[config.mk]
export PLATFORM = sky130hd
export DESIGN_NAME = in_order_result_reorder_buffer
export DESIGN_NICKNAME = d
export VERILOG_FILES = /design/src/rtl/rob_pkg.sv /design/src/rtl/in_order_result_reorder_buffer.sv /design/src/rtl/rob_alu.sv /design/src/rtl/rob_store.sv
export SDC_FILE = /design/constraint.sdc
export NUM_CORES = 2
export LEC_CHECK = 0
export ABC_AREA = 1
export BUFFER_PORTS_ARGS = -buffer_cell sky130_fd_sc_hd__buf_2
export CORE_MARGIN = 2
export CORE_UTILIZATION = 55
export CTS_BUF_LIST = sky130_fd_sc_hd__clkbuf_16
export CTS_CLUSTER_DIAMETER = 50
export DETAILED_ROUTE_END_ITERATION = 8
export MAX_ROUTING_LAYER = met4
export PLACE_DENSITY_LB_ADDON = 0.15
export SETUP_SLACK_MARGIN = 0.4
export SYNTH_ARGS = -nofsm -noshare
export SYNTH_HDL_FRONTEND = slang
export SYNTH_SLANG_ARGS = --single-unit
[constraint.sdc]
create_clock -name clk_i -period 17.6 [get_ports clk_i]
set_input_delay 3.52 -clock clk_i [delete_from_list [all_inputs] [get_ports clk_i]]
set_output_delay 3.52 -clock clk_i [all_outputs]
set_load 0.05 [all_outputs]
[src/rtl/rob_pkg.sv]
// Shared types and constants for the in-order result reorder buffer.
`default_nettype none

package rob_pkg;

  localparam int unsigned SeqW    = 32;
  localparam int unsigned CountW  = 32;
  localparam int unsigned StrideW = 8;

  typedef struct packed {
    logic [SeqW-1:0]   seq;
    logic [CountW-1:0] count;
  } entry_t;

  typedef struct packed {
    logic eq;
    logic lt;
  } alu_flags_t;

endpackage

`default_nettype wire

[src/rtl/in_order_result_reorder_buffer.sv]
// Top level of the in-order result reorder buffer: sequencer, store and shared unit.
//
// Usage: a completed result (seq_num_i, count_value_i, end_known_i, end_seq_i)
// is transferred at a rising clock edge where start is high and busy is low.
// busy stays high until every result caused by that transfer has been shown.
// A result whose sequence number matches the expected number is released,
// followed by any stored results that continue the sequence; each release
// advances the expected number by seq_stride. Other results are inserted
// into a sorted circular store of CAPACITY entries; when it is full the
// result comes back once with dropped_o set.
// Each output transfer is on the out_* ports for exactly one cycle, marked
// by out_valid_o; the receiver cannot hold it off. last_of_run_o marks the
// final transfer of a run and all_done_o sits on that same transfer.
// Steps from the accept edge until busy falls: an in-order result passes
// the check, drains the stored entries that continue the sequence, looks
// once more at the store front when the store still holds entries after
// the drain, and ends with the final release. A drop leaves from the check.
// An insertion scans for its place, shifts any later entries up and then
// writes; the single read and single write port of the store move one entry per cycle.
// seq_stride must be written through seq_stride_we_i only while idle; the block does not enforce this.
// Reset clears the expected number, the stride (to 1) and the fill count;
// the store contents are not cleared, since entries past the fill count
// are never read.
`default_nettype none

module in_order_result_reorder_buffer import rob_pkg::*; #(
  parameter int unsigned CAPACITY = 32
) (
  input  wire logic               clk_i,
  input  wire logic               rst_ni,
  input  wire logic               start,
  output logic                    busy,
  input  wire logic [SeqW-1:0]    seq_num_i,
  input  wire logic [CountW-1:0]  count_value_i,
  input  wire logic               end_known_i,
  input  wire logic [SeqW-1:0]    end_seq_i,
  input  wire logic               seq_stride_we_i,
  input  wire logic [StrideW-1:0] seq_stride_i,
  output logic                    out_valid_o,
  output logic [SeqW-1:0]         out_seq_o,
  output logic [CountW-1:0]       out_count_o,
  output logic                    last_of_run_o,
  output logic                    all_done_o,
  output logic                    dropped_o
);

  localparam int unsigned AW   = (CAPACITY > 1) ? $clog2(CAPACITY) : 1;
  localparam int unsigned CntW = $clog2(CAPACITY + 1);
  localparam logic [CntW-1:0] CapCnt = CntW'(CAPACITY);

  // Sequencer states.
  localparam logic [2:0] StIdle  = 3'd0;
  localparam logic [2:0] StCheck = 3'd1;
  localparam logic [2:0] StDrain = 3'd2;
  localparam logic [2:0] StFinal = 3'd3;
  localparam logic [2:0] StScan  = 3'd4;
  localparam logic [2:0] StShift = 3'd5;
  localparam logic [2:0] StWrite = 3'd6;

  logic [2:0]         state_q, state_d;
  logic [SeqW-1:0]    exp_q, exp_d;
  logic [StrideW-1:0] stride_q;
  logic [CntW-1:0]    total_q, total_d;
  logic [CntW-1:0]    idx_q, idx_d;
  logic [CntW-1:0]    j_q, j_d;
  logic [SeqW-1:0]    seq_q, seq_d;
  logic [CountW-1:0]  cnt_q, cnt_d;
  logic               end_known_q, end_known_d;
  logic [SeqW-1:0]    end_seq_q, end_seq_d;
  entry_t             pend_q, pend_d;

  // Shared unit operands and results.
  logic [SeqW-1:0] op_a, op_b, alu_sum;
  alu_flags_t      flags;

  // Store access.
  logic [CntW-1:0] rd_idx, wr_idx;
  logic            st_we, st_pop;
  entry_t          st_wdata, st_rdata;

  rob_alu u_alu (
    .op_a_i  (op_a),
    .op_b_i  (op_b),
    .inc_i   (stride_q),
    .flags_o (flags),
    .sum_o   (alu_sum)
  );

  rob_store #(
    .CAPACITY (CAPACITY),
    .AW       (AW)
  ) u_store (
    .clk_i    (clk_i),
    .rst_ni   (rst_ni),
    .rd_idx_i (rd_idx[AW-1:0]),
    .wr_idx_i (wr_idx[AW-1:0]),
    .we_i     (st_we),
    .wdata_i  (st_wdata),
    .pop_i    (st_pop),
    .rdata_o  (st_rdata)
  );

  // Operand selection: each state uses the one unit for its own question.
  always_comb begin
    case (state_q)
      StDrain: begin
        op_a = exp_q;
        op_b = st_rdata.seq;
      end
      StScan: begin
        op_a = st_rdata.seq;
        op_b = seq_q;
      end
      StFinal: begin
        op_a = exp_q;
        op_b = end_seq_q;
      end
      default: begin
        op_a = exp_q;
        op_b = seq_q;
      end
    endcase
  end

  always_comb begin
    state_d     = state_q;
    exp_d       = exp_q;
    total_d     = total_q;
    idx_d       = idx_q;
    j_d         = j_q;
    seq_d       = seq_q;
    cnt_d       = cnt_q;
    end_known_d = end_known_q;
    end_seq_d   = end_seq_q;
    pend_d      = pend_q;

    rd_idx   = '0;
    wr_idx   = '0;
    st_we    = 1'b0;
    st_pop   = 1'b0;
    st_wdata = st_rdata;

    out_valid_o   = 1'b0;
    out_seq_o     = pend_q.seq;
    out_count_o   = pend_q.count;
    last_of_run_o = 1'b0;
    all_done_o    = 1'b0;
    dropped_o     = 1'b0;

    case (state_q)
      StIdle: begin
        if (start) begin
          seq_d       = seq_num_i;
          cnt_d       = count_value_i;
          end_known_d = end_known_i;
          end_seq_d   = end_seq_i;
          state_d     = StCheck;
        end
      end

      StCheck: begin
        if (flags.eq) begin
          // In-order result: it becomes the pending release.
          pend_d.seq   = seq_q;
          pend_d.count = cnt_q;
          exp_d        = alu_sum;
          rd_idx       = '0;
          state_d      = (total_q == '0) ? StFinal : StDrain;
        end else if (total_q == CapCnt) begin
          // Store full: hand the result straight back as a drop.
          out_valid_o   = 1'b1;
          out_seq_o     = seq_q;
          out_count_o   = cnt_q;
          last_of_run_o = 1'b1;
          dropped_o     = 1'b1;
          state_d       = StIdle;
        end else begin
          idx_d   = '0;
          rd_idx  = '0;
          state_d = (total_q == '0) ? StWrite : StScan;
        end
      end

      StDrain: begin
        // The store front is in st_rdata; it continues the run only on a match.
        if (flags.eq) begin
          out_valid_o = 1'b1;
          pend_d      = st_rdata;
          exp_d       = alu_sum;
          st_pop      = 1'b1;
          total_d     = total_q - CntW'(1);
          rd_idx      = CntW'(1);
          if (total_q == CntW'(1)) begin
            state_d = StFinal;
          end
        end else begin
          state_d = StFinal;
        end
      end

      StFinal: begin
        out_valid_o   = 1'b1;
        last_of_run_o = 1'b1;
        all_done_o    = end_known_q && flags.eq;
        state_d       = StIdle;
      end

      StScan: begin
        // Walk forward while the stored number is below the new one.
        if (flags.lt) begin
          idx_d = idx_q + CntW'(1);
          if (idx_q + CntW'(1) == total_q) begin
            state_d = StWrite;
          end else begin
            rd_idx = idx_q + CntW'(1);
          end
        end else begin
          rd_idx  = total_q - CntW'(1);
          j_d     = total_q - CntW'(1);
          state_d = StShift;
        end
      end

      StShift: begin
        // Move entry j up by one while the entry below it is read.
        st_we    = 1'b1;
        wr_idx   = j_q + CntW'(1);
        st_wdata = st_rdata;
        if (j_q == idx_q) begin
          state_d = StWrite;
        end else begin
          rd_idx = j_q - CntW'(1);
          j_d    = j_q - CntW'(1);
        end
      end

      StWrite: begin
        st_we          = 1'b1;
        wr_idx         = idx_q;
        st_wdata.seq   = seq_q;
        st_wdata.count = cnt_q;
        total_d        = total_q + CntW'(1);
        state_d        = StIdle;
      end

      default: begin
        state_d = StIdle;
      end
    endcase
  end

  assign busy = (state_q != StIdle);

  always_ff @(posedge clk_i or negedge rst_ni) begin
    if (!rst_ni) begin
      state_q  <= StIdle;
      exp_q    <= '0;
      total_q  <= '0;
      stride_q <= StrideW'(1);
    end else begin
      state_q <= state_d;
      exp_q   <= exp_d;
      total_q <= total_d;
      if (seq_stride_we_i) begin
        stride_q <= seq_stride_i;
      end
    end
  end

  always_ff @(posedge clk_i) begin
    idx_q       <= idx_d;
    j_q         <= j_d;
    seq_q       <= seq_d;
    cnt_q       <= cnt_d;
    end_known_q <= end_known_d;
    end_seq_q   <= end_seq_d;
    pend_q      <= pend_d;
  end

  // The fill count never passes the capacity.
  a_total_bound: assert property (@(posedge clk_i) disable iff (!rst_ni)
    total_q <= CapCnt)
    else $error("fill count exceeds capacity");

  // A drop is reported only when the store is full.
  a_drop_full: assert property (@(posedge clk_i) disable iff (!rst_ni)
    out_valid_o && dropped_o |-> total_q == CapCnt && last_of_run_o)
    else $error("drop reported with room in the store");

  // all_done only rides on the closing transfer of a run.
  a_done_last: assert property (@(posedge clk_i) disable iff (!rst_ni)
    all_done_o |-> out_valid_o && last_of_run_o && !dropped_o)
    else $error("all_done outside the closing transfer");

  // An accepted item always keeps the block busy in the following cycle.
  a_accept_busy: assert property (@(posedge clk_i) disable iff (!rst_ni)
    start && !busy |=> busy)
    else $error("accepted item did not start the sequencer");

endmodule

`default_nettype wire

[src/rtl/rob_alu.sv]
// Shared compare and increment unit used by the check, drain, final and scan steps of the sequencer.
`default_nettype none

module rob_alu import rob_pkg::*; (
  input  wire logic [SeqW-1:0]    op_a_i,
  input  wire logic [SeqW-1:0]    op_b_i,
  input  wire logic [StrideW-1:0] inc_i,
  output alu_flags_t              flags_o,
  output logic [SeqW-1:0]         sum_o
);

  // Unsigned compare of the two operands and a wrapping increment of op_a.
  assign flags_o.eq = (op_a_i == op_b_i);
  assign flags_o.lt = (op_a_i < op_b_i);
  assign sum_o      = op_a_i + SeqW'(inc_i);

endmodule

`default_nettype wire

[src/rtl/rob_store.sv]
// Circular entry store addressed by position relative to its front.
`default_nettype none

module rob_store import rob_pkg::*; #(
  parameter int unsigned CAPACITY = 32,
  parameter int unsigned AW       = 5
) (
  input  wire logic          clk_i,
  input  wire logic          rst_ni,
  input  wire logic [AW-1:0] rd_idx_i,
  input  wire logic [AW-1:0] wr_idx_i,
  input  wire logic          we_i,
  input  wire entry_t        wdata_i,
  input  wire logic          pop_i,
  output entry_t             rdata_o
);

  localparam logic [AW:0] CapW = (AW+1)'(CAPACITY);

  logic [AW-1:0] head_q, head_d;
  logic [AW-1:0] rd_phys, wr_phys;
  entry_t        mem_q [CAPACITY];
  entry_t        rdata_q;

  // Both operands are below the capacity, so one conditional subtract wraps.
  function automatic logic [AW-1:0] wrap_add(input logic [AW-1:0] base,
                                             input logic [AW-1:0] off);
    logic [AW:0] sum;
    sum = {1'b0, base} + {1'b0, off};
    if (sum >= CapW) begin
      sum = sum - CapW;
    end
    return sum[AW-1:0];
  endfunction

  assign rd_phys = wrap_add(head_q, rd_idx_i);
  assign wr_phys = wrap_add(head_q, wr_idx_i);
  assign head_d  = pop_i ? wrap_add(head_q, AW'(1)) : head_q;

  always_ff @(posedge clk_i or negedge rst_ni) begin
    if (!rst_ni) begin
      head_q <= '0;
    end else begin
      head_q <= head_d;
    end
  end

  always_ff @(posedge clk_i) begin
    if (we_i) begin
      mem_q[wr_phys] <= wdata_i;
    end
    rdata_q <= mem_q[rd_phys];
  end

  assign rdata_o = rdata_q;

endmodule

`default_nettype wire
==> metrics.md <==
| Metric | Value |
|---|---|
| Post CTS Setup Buffer Count | 0 |
| Most area-consuming cells after synthesis | edfxtp_1 71%, o21ai_0 7.3%, nor2_1 4.3% |
| Power, Total | 20.3 mW |
| Via density | ~6.4 |
| Combined flip-flop and latch cell area | 69,300 µm² |
| H-Tree Depth | 4 |
| Crit-path cells | nor2_1, inv_1, nor2_4, buf_4, buf_4, nand2_1, nand2_1, a21oi_1, ha_1, nand2_1, nor2_1, nand2_1, nor2_1, nand2_1, inv_1, nor3_2, inv_4, buf_4, nand2_1, o21ai_0, buf_2 |
| Detail Route Antenna Nets | 0 |
| Worst-margin pin slew | 1330 ps |
| Sequential area share after synthesis | 0.736 |
| Share of cells above drive strength 1 | 0.104 |
| Run status | complete, no violations |
| FP Rows | roughly 150 |
| DRT iter0 DRCs | around 8.7k |
| Cts hold-fix bufs | 0 |
| Metal2 WL | 127 mm |
| Routed wire length | 271 mm |
| Crit-path most repeated cell | nand2_1 |
| Bufs and invs on worst path | 7 |
| Clock Path Buffers | 3 |
| Syn_area_per_cell | 12.8 µm² |
| Async set or reset register ratio after synthesis | 0.0231 |
| Met1 Wirelength | 107 mm |
| Core area | about 170,000 µm² |
| Power Density | 194 nW/µm² |
| CTS sink count | 2,339 |
| Multi-input logic area | between 20,000 and 25,000 µm² |
| Die area | 175,000 µm² |
| Final hold vios | 0 |
| Max Cap Viol | 0 |
| Met3 WL | 27.2 mm |
| Syn Inst Count | 7,384 |
| Mapped cell area | 94,200 µm² |
| Crit end category | primary output |
| CP max FO | 100 |
| Post-synth EDFFs | 2,221 |
| Vert. Die Dim | ~420 µm |
| Vias in the first global route | 59.0k |
| Synth-to-Final Area Change | 11.3% |
| Post-DR wirelength/cell | 27.5 µm |
| First-pass GRT wire length | 394 mm |
| #FFs+latches synth | 2,339 |
| Final min period | 9670 ps |
| Final period util | 0.550 |
| Synth top cells by count | 2,221 x edfxtp_1, 1,376 x o21ai_0, 1,080 x nor2_1, 683 x nand2_1, 382 x clkbuf_1 |
| CTS tree | done |
| Hpwl dp | 140 mm |
| Initial core utilization | 0.555 |
| Predominant post-synthesis flop cell | edfxtp_1 |
| RePlAce Congestion | a little over 0.9 |
| Vias | 62.8k |
| Critical Setup Path Class | reg2out |
| Initial antenna violation count | 7 |
| Synth area leader | edfxtp_1 |
| Slowest CP cell | buf_4 |
| Pleak | 35.8 nW |
| DR top layer | met4 |
| Sum Neg Setup Slack | 0 ps |
| I/O Pins | 178 |
| Yosys warns | 0 |
| RSZ-0062 raised after global routing | false |
| Insertion delay to the later sink of the worst-skew pair | 890 ps |
| Count leader, synth | edfxtp_1 |
| Global Route Usage Sum | 0.315 |
| Hold Crit Class | reg2reg |
| Top cell type's share of synthesized area | 0.708 |
| CTS root buf | clkbuf_16 |
| Netlist cell types | 50 |
| Critical path's top delay family | buffers and inverters |
| # nets final | 7,602 |
| Total congestion overflow | 0 |
| Largest net degree at the start of global routing | ~210 |
| Layout Skew | 32.2 ps |
| Element type at the critical path start | register |
| Final max-slew violation count | 0 |
| Final setup viols | 0 |
| Horiz. Die Dim | 418 µm |
| DRC violation count after routing | 0 |
| Max-slew headroom | 0.114 |
| Critical path required time | 14,080 ps |
| Fillers | 12.8k |
| Port bufs | approximately 180 |
| Delay of the slowest critical-path stage | 690 ps |
| Cts repair resizes | 0 |
| Fmax | 103 MHz |
| Crit path arrival time | 6150 ps |
| Worst vdd ir | 0.223 mV |
| Clock-pin slew on the worst setup and hold paths | around 60 ps |
| Syn Nets | between 7k and 8k |
| CTS buffer count | 234 |
| DR pass1 iterations | 7 |
cell type report:
cell class,instances,area share
multi-input cells,4302,0.214
flip-flops and latches,2339,0.661
repair buffers,325,0.0196
clock inverters,207,0.0128
well taps,2218,0.0265
inverters,233,0.00865
diodes,3,0.0000716
clock buffers,238,0.0568
flip-flops by register name (all words and copies together), names as in the netlist, 5 cells and up:
name	count
u_store.mem_q	2048
pend_q	64
u_store.rdata_o	64
cnt_q	32
end_seq_q	32
exp_q	32
seq_q	32
stride_q	8
idx_q	6
j_q	6
total_q	6
u_store.head_q	5
cell usage in the layout, fill, tap and decap left out, types with 60 or more instances in the layout:
master / n
nand2_1: 681
clkbuf_16: 238
o21ai_2: 63
edfxtp_1: 2221
buf_2: 177
a21oi_1: 144
o21ai_0: 1312
o22ai_1: 200
nand3_1: 168
dfxtp_1: 64
buf_4: 143
clkinv_1: 60
inv_1: 286
o221ai_1: 269
nor2_1: 1047
layer usage:
metal | GRT usage | up-vias
met4 | 0.104 | 0
met5 | - | -
met2 | 0.489 | 3455
li1 | - | 27538
met1 | 0.433 | 31241
met3 | 0.0468 | 553
worst paths after layout:
check	slack (ps)	cells after the start	end	start
max	7930	21	out_count_o[15]	state_q[2]
min	470	2	exp_q[31]	exp_q[31]
min reg2reg	470	2	exp_q[31]	exp_q[31]
max in group asynchronous	14180	2	stride_q[5]	rst_ni
min in group asynchronous	2470	1	total_q[3]	rst_ni
max reg2reg	8820	31	u_store.rdata_o[7]	state_q[2]
power breakdown:
| group | internal (mW) | switching (mW) | total [mW] |
|---|---|---|---|
| clock | 2.60 | 2.12 | 4.71 |
| combinational | 2.09 | 5.95 | 8.04 |
| sequential | 7.39 | 0.194 | 7.58 |
| total | 12.1 | 8.26 | 20.3 |
kinds of logic after synthesis:
kind of cell               Yosys count  synth area share
DFF                               2339             0.736
AOI/OAI and AO/OA                 2203             0.136
and+or+nand+nor                   1989            0.0835
buffers and inverters              743            0.0313
adders and majority gates           58           0.00794
xor gates and xnor gates            44           0.00409
muxes                                8          0.000956
worst register-to-register path, delay by kind of cell, from the launching register on:
kind / cells / cell delay, ps
compound gates: 7 / 1160
fa+ha+maj: 3 / 1760
buf+inv: 8 / 3800
flops: 1 / 450
simple gates: 13 / 1570
per-stage QoR:
| step | util | cell area (µm²) | hold WS (ps) | setup WS [ps] | cells |
|---|---|---|---|---|---|
| after global placement | 0.574 | 97500 | 456 | 8930 | 9417 |
| after detailed placement | 0.574 | 97500 | 457 | 8830 | 9417 |
| after floorplan | - | 94200 | 441 | 9480 | 7384 |
| after CTS | 0.617 | 105000 | 475 | 7920 | 9862 |
| after global routing | 0.617 | 105000 | 498 | 7510 | 9863 |
| final | 0.617 | 105000 | 474 | 7930 | 9865 |
No activity file was read; power rests on OpenSTA's default activity.
